<file path="src/mtup_pkg.sv">
// Shared types, constants and lookup tables of the MIDI to USB-MIDI packetizer.
package mtup_pkg;

    // MIDI status and data bytes
    localparam logic [7:0] STATUS_SYSEX   = 8'hF0;
    localparam logic [7:0] SYSEX_END      = 8'hF7;
    localparam logic [7:0] REALTIME_FIRST = 8'hF8;

    // USB-MIDI code index numbers
    localparam logic [3:0] CIN_SYSEX_CONT  = 4'h4;
    localparam logic [3:0] CIN_SINGLE_BYTE = 4'hF;

    // Configuration register indexes
    localparam logic REG_RAW_MODE = 1'b0;
    localparam logic REG_CABLE    = 1'b1;

    // Default depth of the packet queue between parser and output stage
    localparam int QUEUE_DEPTH_DEF = 4;

    typedef logic [1:0] t_len;
    typedef logic [2:0][7:0] t_msg;

    // Message length in bytes, status included, for channel messages 8x..Ex
    localparam t_len CHAN_LEN [7] = '{2'd3, 2'd3, 2'd3, 2'd3, 2'd2, 2'd2, 2'd3};
    // Message length for system messages F0..FF; zero marks undefined codes and F7
    localparam t_len SYS_LEN [16] = '{2'd3, 2'd2, 2'd3, 2'd2, 2'd0, 2'd0, 2'd1, 2'd0,
                                      2'd1, 2'd0, 2'd1, 2'd1, 2'd1, 2'd0, 2'd1, 2'd1};
    // Code index of a system common message by its length less one
    localparam logic [3:0] COMMON_CODE [3] = '{4'h5, 4'h2, 4'h3};

    typedef struct packed {
        logic [3:0] code_index;
        logic [3:0] cable;
        logic [7:0] first_byte;
        logic [7:0] second_byte;
        logic [7:0] third_byte;
        logic       last_of_run;
    } t_pkt;

    // Up to two packets produced by one accepted byte
    typedef struct packed {
        logic [1:0] n;
        t_pkt       p0;
        t_pkt       p1;
    } t_push;

    typedef struct packed {
        logic       raw_mode;
        logic [3:0] cable_number;
    } t_cfg;

    function automatic t_len status_len(input logic [7:0] s);
        t_len len;
        len = 2'd0;
        if (s[7]) begin
            if (s < STATUS_SYSEX) begin
                if (s[6:4] != 3'd7) begin
                    len = CHAN_LEN[s[6:4]];
                end
            end else begin
                len = SYS_LEN[s[3:0]];
            end
        end
        return len;
    endfunction

    function automatic logic [3:0] event_code(input logic [7:0] st, input logic [1:0] cnt,
                                              input t_msg mb);
        logic [1:0] idx;
        logic [3:0] code;
        idx = (cnt == 2'd0) ? 2'd0 : cnt - 2'd1;
        if (st < STATUS_SYSEX) begin
            code = st[7:4];
        end else if (st == STATUS_SYSEX) begin
            // A closing F7 in the last filled slot turns the code into 5, 6 or 7.
            code = CIN_SYSEX_CONT;
            if (cnt != 2'd0 && mb[idx] == SYSEX_END) begin
                code = CIN_SYSEX_CONT + {2'b00, cnt};
            end
        end else if (st < REALTIME_FIRST) begin
            code = COMMON_CODE[idx];
        end else begin
            code = CIN_SINGLE_BYTE;
        end
        return code;
    endfunction

endpackage

</file>
<file path="src/mtup_front.sv">
// Front end: parses MIDI bytes and builds the USB-MIDI packets they complete.
module mtup_front (
    input  logic                 i_clk,
    input  logic                 i_rst_n,
    input  logic                 i_accept,
    input  logic [7:0]           i_byte,
    input  mtup_pkg::t_cfg       i_cfg,
    output mtup_pkg::t_push      o_push
);

    logic [7:0]    r_status;
    logic [1:0]    r_cnt;
    mtup_pkg::t_msg r_msg;
    logic [7:0]    n_status;
    logic [1:0]    n_cnt;
    mtup_pkg::t_msg n_msg;
    mtup_pkg::t_push push;

    function automatic mtup_pkg::t_pkt make_pkt(input logic [3:0] code, input logic [3:0] cab,
                                                input logic [7:0] a, input logic [7:0] b,
                                                input logic [7:0] c);
        mtup_pkg::t_pkt p;
        p.code_index  = code;
        p.cable       = cab;
        p.first_byte  = a;
        p.second_byte = b;
        p.third_byte  = c;
        p.last_of_run = 1'b0;
        return p;
    endfunction

    always_comb begin
        logic [7:0]      st;
        logic [1:0]      cnt;
        mtup_pkg::t_msg  mb;
        mtup_pkg::t_pkt  pk;
        mtup_pkg::t_len  len;
        st   = r_status;
        cnt  = r_cnt;
        mb   = r_msg;
        pk   = '0;
        len  = '0;
        push = '0;
        if (i_cfg.raw_mode) begin
            push.p0 = make_pkt(mtup_pkg::CIN_SINGLE_BYTE, i_cfg.cable_number, i_byte, 8'h00,
                               8'h00);
            push.n  = 2'd1;
        end else if (i_byte >= mtup_pkg::REALTIME_FIRST) begin
            // Realtime bytes leave the parser state alone; undefined ones vanish.
            if (mtup_pkg::SYS_LEN[i_byte[3:0]] != 2'd0) begin
                push.p0 = make_pkt(mtup_pkg::CIN_SINGLE_BYTE, i_cfg.cable_number, i_byte,
                                   8'h00, 8'h00);
                push.n  = 2'd1;
            end
        end else begin
            // Any status byte closes an open sysex with an appended F7.
            if (i_byte[7] && st == mtup_pkg::STATUS_SYSEX) begin
                if (cnt < 2'd3) begin
                    mb[cnt] = mtup_pkg::SYSEX_END;
                    cnt     = cnt + 2'd1;
                end
                push.p0 = make_pkt(mtup_pkg::event_code(st, cnt, mb), i_cfg.cable_number,
                                   mb[0], mb[1], mb[2]);
                push.n  = 2'd1;
                mb      = '0;
                cnt     = 2'd0;
            end
            if (i_byte[7]) begin
                st  = i_byte;
                cnt = 2'd0;
                mb  = '0;
            end
            len = mtup_pkg::status_len(st);
            if (st != 8'h00 && len != 2'd0) begin
                if (cnt < 2'd3) begin
                    mb[cnt] = i_byte;
                    cnt     = cnt + 2'd1;
                end
                if (cnt >= len) begin
                    pk = make_pkt(mtup_pkg::event_code(st, cnt, mb), i_cfg.cable_number,
                                  mb[0], mb[1], mb[2]);
                    if (push.n == 2'd0) begin
                        push.p0 = pk;
                    end else begin
                        push.p1 = pk;
                    end
                    push.n = push.n + 2'd1;
                    mb     = '0;
                    cnt    = 2'd0;
                    // Channel messages keep running status; system common clears it.
                    if (st < mtup_pkg::STATUS_SYSEX) begin
                        mb[0] = st;
                        cnt   = 2'd1;
                    end
                    if (st > mtup_pkg::STATUS_SYSEX) begin
                        st = 8'h00;
                    end
                end
            end
        end
        if (push.n == 2'd1) begin
            push.p0.last_of_run = 1'b1;
        end else if (push.n == 2'd2) begin
            push.p1.last_of_run = 1'b1;
        end
        n_status = st;
        n_cnt    = cnt;
        n_msg    = mb;
        if (!i_accept) begin
            push.n = 2'd0;
        end
    end

    always_ff @(posedge i_clk) begin
        if (!i_rst_n) begin
            r_status <= 8'h00;
            r_cnt    <= 2'd0;
            r_msg    <= '0;
        end else if (i_accept) begin
            r_status <= n_status;
            r_cnt    <= n_cnt;
            r_msg    <= n_msg;
        end
    end

    assign o_push = push;

`ifndef SYNTHESIS
    // Two packets only arise when a status byte closes a sysex.
    a_pair_is_sysex_end: assert property (@(posedge i_clk) disable iff (!i_rst_n)
        (o_push.n == 2'd2) |-> (o_push.p0.code_index == 4'h5 ||
                                o_push.p0.code_index == 4'h6 ||
                                o_push.p0.code_index == 4'h7))
        else $error("packet pair does not start with a sysex end");
    a_last_marks: assert property (@(posedge i_clk) disable iff (!i_rst_n)
        (o_push.n == 2'd2) |-> (!o_push.p0.last_of_run && o_push.p1.last_of_run))
        else $error("last_of_run misplaced in a packet pair");
    a_count_flushed: assert property (@(posedge i_clk) disable iff (!i_rst_n)
        i_accept |=> (r_cnt != 2'd3))
        else $error("a full message was left unflushed");
`endif

endmodule

</file>
<file path="src/mtup_queue.sv">
// Packet queue between the parser and the output stage; takes up to two packets a cycle.
module mtup_queue #(
    parameter int DEPTH = mtup_pkg::QUEUE_DEPTH_DEF
) (
    input  logic              i_clk,
    input  logic              i_rst_n,
    input  mtup_pkg::t_push   i_push,
    output logic              o_ready,
    input  logic              i_pop,
    output logic              o_nonempty,
    output mtup_pkg::t_pkt    o_head
);

    localparam int PW = (DEPTH > 1) ? $clog2(DEPTH) : 1;
    localparam int CW = $clog2(DEPTH + 1);

    mtup_pkg::t_pkt  r_mem [DEPTH];
    logic [PW-1:0]   r_wr;
    logic [PW-1:0]   r_rd;
    logic [CW-1:0]   r_count;
    logic [PW-1:0]   wr1;
    logic [PW-1:0]   wr2;

    function automatic logic [PW-1:0] ptr_inc(input logic [PW-1:0] p);
        return (p == PW'(DEPTH - 1)) ? '0 : p + 1'b1;
    endfunction

    assign wr1 = ptr_inc(r_wr);
    assign wr2 = ptr_inc(wr1);

    // Room for a full pair is required, whatever the byte turns out to produce.
    assign o_ready    = (r_count <= CW'(DEPTH - 2));
    assign o_nonempty = (r_count != '0);

    always_ff @(posedge i_clk) begin
        if (i_push.n != 2'd0) begin
            r_mem[r_wr] <= i_push.p0;
        end
        if (i_push.n == 2'd2) begin
            r_mem[wr1] <= i_push.p1;
        end
    end

    assign o_head = r_mem[r_rd];

    always_ff @(posedge i_clk) begin
        if (!i_rst_n) begin
            r_wr    <= '0;
            r_rd    <= '0;
            r_count <= '0;
        end else begin
            if (i_push.n == 2'd1) begin
                r_wr <= wr1;
            end else if (i_push.n == 2'd2) begin
                r_wr <= wr2;
            end
            if (i_pop) begin
                r_rd <= ptr_inc(r_rd);
            end
            r_count <= r_count + CW'(i_push.n) - CW'(i_pop);
        end
    end

`ifndef SYNTHESIS
    a_no_overflow: assert property (@(posedge i_clk) disable iff (!i_rst_n)
        ((CW + 1)'(r_count) + (CW + 1)'(i_push.n) <= (CW + 1)'(DEPTH)))
        else $error("packet queue overflow");
    a_no_underflow: assert property (@(posedge i_clk) disable iff (!i_rst_n)
        i_pop |-> (r_count != '0))
        else $error("pop from empty packet queue");
    a_count_bound: assert property (@(posedge i_clk) disable iff (!i_rst_n)
        r_count <= CW'(DEPTH))
        else $error("packet queue count beyond depth");
`endif

endmodule

</file>
<file path="src/mtup_back.sv">
// Output stage: registers the head packet of the queue and presents it to the stream.
module mtup_back (
    input  logic              i_clk,
    input  logic              i_rst_n,
    input  logic              i_nonempty,
    input  mtup_pkg::t_pkt    i_head,
    output logic              o_pop,
    output logic              o_valid,
    input  logic              i_ready,
    output mtup_pkg::t_pkt    o_pkt
);

    logic           r_valid;
    mtup_pkg::t_pkt r_pkt;
    logic           take;

    // The register takes a new packet when empty or when its packet leaves now.
    assign take  = !r_valid || i_ready;
    assign o_pop = take && i_nonempty;

    always_ff @(posedge i_clk) begin
        if (!i_rst_n) begin
            r_valid <= 1'b0;
        end else if (take) begin
            r_valid <= i_nonempty;
        end
    end

    always_ff @(posedge i_clk) begin
        if (o_pop) begin
            r_pkt <= i_head;
        end
    end

    assign o_valid = r_valid;
    assign o_pkt   = r_pkt;

endmodule

</file>
<file path="src/midi_to_usb_midi_packetizer.sv">
// Top level of the serial MIDI to USB-MIDI event packetizer.
//
// MIDI bytes enter on the s_axis channel, one byte in s_axis_tdata[7:0]. Each
// accepted byte yields zero, one or two USB-MIDI event packets on m_axis:
// tdata[3:0] code index, [7:4] cable, then the three MIDI bytes, and tlast set
// on the last packet caused by the byte. Two registers sit on the APB port:
// raw_mode at 0x0 and cable_number at 0x4; write them only while idle.
//
// A byte is taken every cycle while the packet queue has room for two packets.
// A packet that an accepted byte completes is written into the queue, then moved
// into the output register and offered on m_axis. Sustained rate is one byte per
// cycle while the receiver takes every packet; the output register moves one packet
// per cycle, so a byte that closes a sysex and completes a new message gives it two.
// When the receiver stalls, packets collect in the queue (QUEUE_DEPTH entries)
// and s_axis_tready falls once fewer than two slots remain. Synchronous reset
// clears the parser state and both registers and empties the queue and output register.
module midi_to_usb_midi_packetizer #(
    parameter int QUEUE_DEPTH = mtup_pkg::QUEUE_DEPTH_DEF
) (
    input  logic        i_clk,
    input  logic        i_rst_n,
    input  logic        s_axis_tvalid,
    output logic        s_axis_tready,
    input  logic [7:0]  s_axis_tdata,   // midi_byte
    output logic        m_axis_tvalid,
    input  logic        m_axis_tready,
    output logic [31:0] m_axis_tdata,   // code_index, cable, first_byte, second_byte, third_byte
    output logic        m_axis_tlast,   // last_of_run
    input  logic        psel,
    input  logic        penable,
    input  logic        pwrite,
    input  logic [2:0]  paddr,
    input  logic [31:0] pwdata,
    output logic [31:0] prdata,
    output logic        pready
);

    logic            r_raw_mode;
    logic [3:0]      r_cable;
    logic            cfg_write;
    logic            accept;
    mtup_pkg::t_cfg  cfg;
    mtup_pkg::t_push push;
    logic            pop;
    logic            nonempty;
    mtup_pkg::t_pkt  head;
    mtup_pkg::t_pkt  out_pkt;

    assign pready    = 1'b1;
    assign cfg_write = psel && penable && pwrite && pready;

    always_ff @(posedge i_clk) begin
        if (!i_rst_n) begin
            r_raw_mode <= 1'b0;
            r_cable    <= 4'h0;
        end else if (cfg_write) begin
            case (paddr[2])
                mtup_pkg::REG_RAW_MODE: r_raw_mode <= pwdata[0];
                mtup_pkg::REG_CABLE:    r_cable    <= pwdata[3:0];
                default: ;
            endcase
        end
    end

    always_comb begin
        case (paddr[2])
            mtup_pkg::REG_RAW_MODE: prdata = {31'b0, r_raw_mode};
            mtup_pkg::REG_CABLE:    prdata = {28'b0, r_cable};
            default:                prdata = '0;
        endcase
    end

    assign cfg.raw_mode     = r_raw_mode;
    assign cfg.cable_number = r_cable;
    assign accept           = s_axis_tvalid && s_axis_tready;

    mtup_front u_front (
        .i_clk    (i_clk),
        .i_rst_n  (i_rst_n),
        .i_accept (accept),
        .i_byte   (s_axis_tdata),
        .i_cfg    (cfg),
        .o_push   (push)
    );

    mtup_queue #(
        .DEPTH (QUEUE_DEPTH)
    ) u_queue (
        .i_clk      (i_clk),
        .i_rst_n    (i_rst_n),
        .i_push     (push),
        .o_ready    (s_axis_tready),
        .i_pop      (pop),
        .o_nonempty (nonempty),
        .o_head     (head)
    );

    mtup_back u_back (
        .i_clk      (i_clk),
        .i_rst_n    (i_rst_n),
        .i_nonempty (nonempty),
        .i_head     (head),
        .o_pop      (pop),
        .o_valid    (m_axis_tvalid),
        .i_ready    (m_axis_tready),
        .o_pkt      (out_pkt)
    );

    assign m_axis_tdata = {out_pkt.third_byte, out_pkt.second_byte, out_pkt.first_byte,
                           out_pkt.cable, out_pkt.code_index};
    assign m_axis_tlast = out_pkt.last_of_run;

endmodule

</file>
<file path="config.mk">
export PLATFORM = sky130hd
export DESIGN_NAME = midi_to_usb_midi_packetizer
export DESIGN_NICKNAME = d
export VERILOG_FILES = /design/src/mtup_pkg.sv /design/src/mtup_front.sv /design/src/mtup_queue.sv /design/src/mtup_back.sv /design/src/midi_to_usb_midi_packetizer.sv
export SDC_FILE = /design/constraint.sdc
export NUM_CORES = 1
export LEC_CHECK = 0
export BUFFER_PORTS_ARGS = -buffer_cell sky130_fd_sc_hd__buf_2
export CAP_MARGIN = 20
export CELL_PAD_IN_SITES_DETAIL_PLACEMENT = 1
export CELL_PAD_IN_SITES_GLOBAL_PLACEMENT = 1
export CORE_UTILIZATION = 47
export DETAILED_ROUTE_END_ITERATION = 7
export PLACE_DENSITY = 0.78
export REMOVE_ABC_BUFFERS = 1
export SETUP_SLACK_MARGIN = 0.2
export SLEW_MARGIN = 25
export SYNTH_ARGS = -nofsm -noshare
export SYNTH_HDL_FRONTEND = slang
export SYNTH_HIERARCHICAL = 1
export SYNTH_SLANG_ARGS = --single-unit
</file>
<file path="constraint.sdc">
create_clock -name i_clk -period 14.7 [get_ports i_clk]
set_input_delay 3.675 -clock i_clk [delete_from_list [all_inputs] [get_ports i_clk]]
set_output_delay 3.675 -clock i_clk [all_outputs]
set_load 0.05 [all_outputs]
</file>
==> results.yml, run 1 <==
status:
  outcome: "complete, no violations"
global_routing:
  gr-total-overflow: 0
  use_met1: 0.304
  grtUsageMet2: 0.390
  antenna_found_initial: 0
  grt_pass1_wl_um: 45300
  grt_usage: 0.231
  grt_pass1_vias: 7944
  grt_use_met3: 0.0321
  grt_max_degree: 44
  busiest_layer: "met2"
clock_network:
  cts_hold_buf: 0
  numClockSinks: 214
  ctsRootBufferMaster: "clkbuf_16"
  clockBufferDepth: 3
  cts_setup_buffers: 0
  cts.clk_slew.worst_paths_ns: 0.06
  cts_max_level: 1
  clk_latency_ns: 0.53
  post_cts_resized: 0
  cts_made_buffers: 24
  cts_tree: "built"
power_and_ir_drop:
  clkPwrFrac: 0.293
  p_int_w: 0.00134
  ir_drop_mv: 0.122
  power.switching_w: 0.000734
  seq_power_share: 0.388
  pwr-share-comb: 0.319
  swShare: 0.353
  power_density_mw_per_mm2: 164
  p_leak_nw: 4.95
setup_path:
  slowest_delay_ns: 0.62
  cpMaxStageDelayCell: "a21oi_1"
  crit_arrival_ns: 9.26
  crit_type: "input port to flip-flop"
  crit_top_cell: "inv_1"
  cp.required_ns: 14.90
  crit_chain: "buf_2 -> buf_4 -> inv_1 -> nand2_1 -> inv_1 -> ha_1 -> a21oi_1 -> inv_1 -> ha_1 -> nand4_1 -> nand3_1 -> inv_1 -> ha_1 -> nand2_4 -> o21ai_4 -> buf_4"
  reg2reg_slack_ns: 8.80
  start_kind: "input port"
  crit_fanout: 43
  cp-end-kind: "flip-flop"
finish:
  seqCellArea_mm2: 0.00594
  fin_area_mm2: 0.0127
  n_antenna_cell: 0
  drive_above_1_share: 0.305
  fillers: 2528
  fin_nets: 1030
  areaGrowthSynthToFinish_pct: 9.65
  multi_input_area_mm2: 0.00506
  final_cells: 1306
run:
  max-cap-violations: 0
sta:
  worst_slew_pin_slew_ns: 1.07
  fin_crit_ns: 9.06
  finClkSkew_ns: 0.0129
  setup_viol: 0
  rsz0062_at_grt: "false"
  layout_worst_path_cycle_share: 0.617
  finalMaxSlewViolations: 0
  setup_ws_ns: 5.64
  fmax_mhz: 110
  finalSetupTns_ns: 0
  finalHoldViolCount: 0
  relSlewSlack: 0.288
  whs_ns: 0.490
routing:
  first_pass_iters: 4
  avgRoutedWirePerCell_um: 22.1
  remaining_drc_errors: 0
  drtIter0Drc: 417
  wirelength_um: 28900
  viasPerCell: 5.80
  vias: 7575
  detail-route-antenna-nets: 0
die:
  start_util: 0.476
  io-pin-count: 118
  coreArea_mm2: 0.0242
  die_area_mm2: 0.0252
  die_w_um: 159
  rows: 57
  die_h_um: 159
place:
  place_inst: 1262
  dp_slack_ns: 4.90
  gp_congestion: 0.878
  placed_area_mm2: 0.0118
  portBuffers: 58
  place_hpwl_um: 18200
logic_synthesis:
  synth_cells: 929
  yosysWarnings: 6
  synth_commonest_cells: "165 x edfxtp_1, 134 x mux2_2, 86 x nand2_1, 53 x a21oi_1, 49 x dfxtp_1"
  ys_top_cells_by_area: "edfxtp_1 43%, mux2_2 13%, dfxtp_1 8.5%"
  yosys_most_used_dff: "edfxtp_1"
  yosysTopAreaCellShare: 0.429
  synth.avg_cell_area_um2: 12.4
  ys_seq_area_frac: 0.514
  synth_cell_type_count: 72
  ys_ff_latch: 214
  synth.most_common_cell: "edfxtp_1"
  syn_area_mm2: 0.0116
  synth_edf_count: 165
  synthArstFlopShare: 0
  yosys.area.top_type: "edfxtp_1"
min_path:
  hold_class: "flip-flop to flip-flop"
placed cells by master (no fill, tap or decap), types with 21 or more instances in the layout:
| cell type | Yosys | final |
|---|---|---|
| edfxtp_1 | 165 | 165 |
| mux2_2 | 134 | 134 |
| nand2_1 | 86 | 86 |
| buf_2 | 16 | 58 |
| a21oi_1 | 53 | 53 |
| dfxtp_1 | 49 | 48 |
| conb_1 | 3 | 45 |
| o21ai_0 | 42 | 38 |
| nor2_1 | 35 | 35 |
| mux4_2 | 33 | 33 |
| clkbuf_16 | 0 | 24 |
| inv_1 | 24 | 24 |
| a22o_1 | 23 | 23 |
| nand3_1 | 21 | 21 |
final cells by class:
cell class / count / area share
clock buffers: 29 / 0.0497
flip-flops and latches: 214 / 0.469
inverters: 25 / 0.00741
well taps: 324 / 0.0320
clock inverters: 15 / 0.0134
repair buffers: 69 / 0.0294
multi-input cells: 630 / 0.399
metal layers:
metal	share of wire	routed length, um
met2	0.49	14300
met1	0.43	12500
met4	0.029	827
met3	0.044	1280
met5	0	0
worst paths after layout:
check / startpoint / to / cells past startpoint
max reg2reg: u_front/r_status[3] / u_queue/r_mem[0][3] / 18
min reg2reg: u_front/r_msg[15] / u_front/r_msg[15] / 2
min: u_front/r_msg[15] / u_front/r_msg[15] / 2
max: s_axis_tdata[7] / u_queue/r_mem[0][3] / 16
cells by family after synthesis:
kind of cell	count (synthesis)	share of synthesized area
DFF	214	0.514
buffers and inverters	127	0.0694
xor gates and xnor gates	1	0.00195
muxes	182	0.208
other	3	0.000975
and+or+nand+nor	214	0.0927
AOI/OAI and AO/OA	172	0.0952
adders and majority gates	16	0.0180
metrics by stage:
step / total power, W / util
4_1_cts: 0.00210 / 0.522
3_3_place_gp: 0.00147 / 0.488
6_report: 0.00208 / 0.522
2_1_floorplan: 0.00131 / -
3_5_place_dp: 0.00149 / 0.489
5_1_grt: 0.00216 / 0.522
sequential cells by signal, indices dropped and copies added, names as in the netlist, named ones only:
name and cells:
u_queue/r_mem 132, u_front/r_msg 24, u_front/r_cnt 2, u_queue/r_wr 2
u_front/r_status 8, r_raw_mode 1, u_back/o_pkt 33, u_queue/r_count 3
r_cable 4, u_back/o_valid 1, u_queue/r_rd 2
critical path: cells and delay by family:
family	cells	cell delay [ns]
buffers and inverters	7	2.07
and+or+nand+nor	4	1.22
adders and majority gates	3	1.18
AOI/OAI and AO/OA	2	1.07
power groups by stage:
stage,clock network [W],registers [W],logic (W)
2_1_floorplan,0,0.00102,0.000291
3_3_place_gp,0,0.000815,0.000654
3_5_place_dp,0,0.000819,0.000667
4_1_cts,0.000623,0.000807,0.000669
5_1_grt,0.000642,0.000816,0.000705
6_report,0.000609,0.000806,0.000663
No activity file was read; power rests on OpenSTA's default activity.
==> run 2: changes to the inputs <==
Clock period 14.7 ns to 8.67 ns, I/O delays scaled along.
==> run 2 against run 1 <==
  * Routed wire length is 0.14% higher
  * Combinational power is 70% higher
  * Sequential share of layout area fell by 0.35 points
  * Sequential power grew 70%
  * Clock power is 79% higher
  * Highest routed layer unchanged
  * Final area is 0.76% higher
  * Sequential cell count unchanged
  * Critical endpoint is now u_queue/r_mem[0][8]
  * Power rose by 73%
  * Global-route usage hardly changed
  * Count of clock-buffer cells in the layout is 5 higher
  * Non-clock buffer count is 7 higher
==> results.yml, run 2 (synthesis results as in run 1) <==
sta:
  worst_slew_pin_slew_ns: 1.02
  relSlewSlack: 0.314
  layout_worst_path_cycle_share: 0.735
  finClkSkew_ns: 0.00818
  fin_crit_ns: 6.37
  finalHoldViolCount: 0
  setup_ws_ns: 2.30
  rsz0062_at_grt: "false"
  finalMaxSlewViolations: 0
  finalSetupTns_ns: 0
  fmax_mhz: 157
  setup_viol: 0
setup_path:
  reg2reg_slack_ns: 4.03
  cp.required_ns: 8.93
  cp-end-kind: "flip-flop"
  start_kind: "input port"
  critPathLaunch: "s_axis_tdata[7]"
  crit_fanout: 31
  crit_type: "input port to flip-flop"
  rr_worst_depth: 17
  worstReg2RegStart: "u_front/r_status[7]"
  crit_arrival_ns: 6.64
  r2r_end: "u_queue/r_mem[0][8]"
routing:
  first_pass_iters: 6
  wirelength_um: 28900
  remaining_drc_errors: 0
  drtIter0Drc: 527
  avgRoutedWirePerCell_um: 22.0
  detail-route-antenna-nets: 0
  viasPerCell: 5.78
  vias: 7587
run:
  max-cap-violations: 0
place:
  gp_congestion: 0.864
  place_hpwl_um: 18000
  dp_slack_ns: 1.85
  portBuffers: 58
clock_network:
  clockBufferDepth: 3
  numClockSinks: 214
  clk_latency_ns: 0.52
  ctsRootBufferMaster: "clkbuf_16"
  cts_setup_buffers: 0
  cts_max_level: 1
  cts.clk_slew.worst_paths_ns: 0.06
  cts_made_buffers: 25
  post_cts_resized: 0
  cts_hold_buf: 0
  cts_tree: "built"
global_routing:
  grt_pass1_vias: 7996
  grt_pass1_wl_um: 45100
  grt_usage: 0.231
  antenna_found_initial: 0
  grt_max_degree: 38
  gr-total-overflow: 0
power_and_ir_drop:
  clkPwrFrac: 0.303
  power_density_mw_per_mm2: 281
  p_leak_nw: 4.96
  ir_drop_mv: 0.293
  power.switching_w: 0.00123
  p_total_w: 0.00359
  seq_power_share: 0.381
  swShare: 0.343
  p_int_w: 0.00235
  pwr-share-comb: 0.316
finish:
  n_antenna_cell: 0
  fin_nets: 1038
  drive_above_1_share: 0.310
  largest_reg_flops: 132
  regMostFlops: "u_queue/r_mem"
  final_cell_mix: "165 x edfxtp_1, 134 x mux2_2, 86 x nand2_1"
  layout_commonest_cell: "edfxtp_1"
  areaGrowthSynthToFinish_pct: 10.5
min_path:
  hold_start: "u_front/r_msg[15]"
  worst_hold_path.num_cells: 2
  worstHoldEndpoint: "u_front/r_msg[15]"
  hold_class: "flip-flop to flip-flop"
die:
  io-pin-count: 118
  rows: 57
  die_area_mm2: 0.0252
  die_w_um: 159
  die_h_um: 159
  start_util: 0.476
  coreArea_mm2: 0.0242
status:
  outcome: "complete, no violations"
==> run 2: cell types whose count changed in the layout (fill, tap and decap cells not counted), moves of 3 or more <==
cell / before / now
nand2_2: 0 / 4
clkbuf_8: 1 / 4
nand2_4: 4 / 0
clkinv_2: 6 / 2
buf_4: 11 / 18
==> run 2: power groups by stage <==
stage                     sequential, W  combinational [W]  clock [W]
final                           0.00137            0.00113    0.00109
after global routing            0.00138            0.00121    0.00114
after CTS                       0.00137            0.00115    0.00111
after detailed placement        0.00139            0.00114          0
after global placement          0.00138            0.00112          0
after floorplan                 0.00174           0.000493          0
==> run 2: routing by layer <==
metal / up-vias / GRT usage / wire length (um)
met5: - / 0 / 0
met4: 0 / 0.0671 / 617
li1: 3490 / - / -
met2: 203 / 0.401 / 14300
met3: 48 / 0.0277 / 1280
met1: 3846 / 0.302 / 12700
==> run 2: per-stage QoR <==
step | cell area [um2] | hold WS [ns] | cells | util
floorplan | 11000 | 0.446 | 869 | -
global placement | 11900 | 0.462 | 1269 | 0.491
detailed placement | 11900 | 0.493 | 1269 | 0.491
CTS | 12800 | 0.501 | 1313 | 0.526
global route | 12800 | 0.529 | 1313 | 0.526
finish | 12800 | 0.503 | 1313 | 0.526
==> run 2: cell type report <==
cell class / count / area [um2]
fill: 2519 / 11500
clock inverter: 10 / 154
tap: 324 / 405
sequential: 214 / 5940
inverter: 25 / 93.8
multi-input combinational: 630 / 5050
timing repair buffer: 76 / 425
clock buffer: 34 / 699
==> run 2: worst max-delay path by stage <==
| stage | slack [ns] | depth (start not counted) | endpoint |
|---|---|---|---|
| after floorplan | 1.06 | 16 | u_queue/r_mem[0][0] |
| after global placement | 1.97 | 15 | u_queue/r_mem[0][16] |
| after detailed placement | 1.85 | 15 | u_queue/r_mem[0][12] |
| after CTS | 2.33 | 15 | u_queue/r_mem[0][8] |
| after global routing | 2.03 | 15 | u_queue/r_mem[0][8] |
| final | 2.30 | 15 | u_queue/r_mem[0][8] |
==> run 2: critical path: stages <==
cell	delay [ns]
buf_2	0.47
inv_1	0.37
nand2_1	0.56
inv_1	0.24
ha_1	0.33
a21oi_1	0.25
inv_1	0.10
ha_1	0.34
nand4_1	0.08
nand3_1	0.15
inv_1	0.13
ha_1	0.28
nand2_2	0.42
buf_4	0.39
mux2_2	0.31
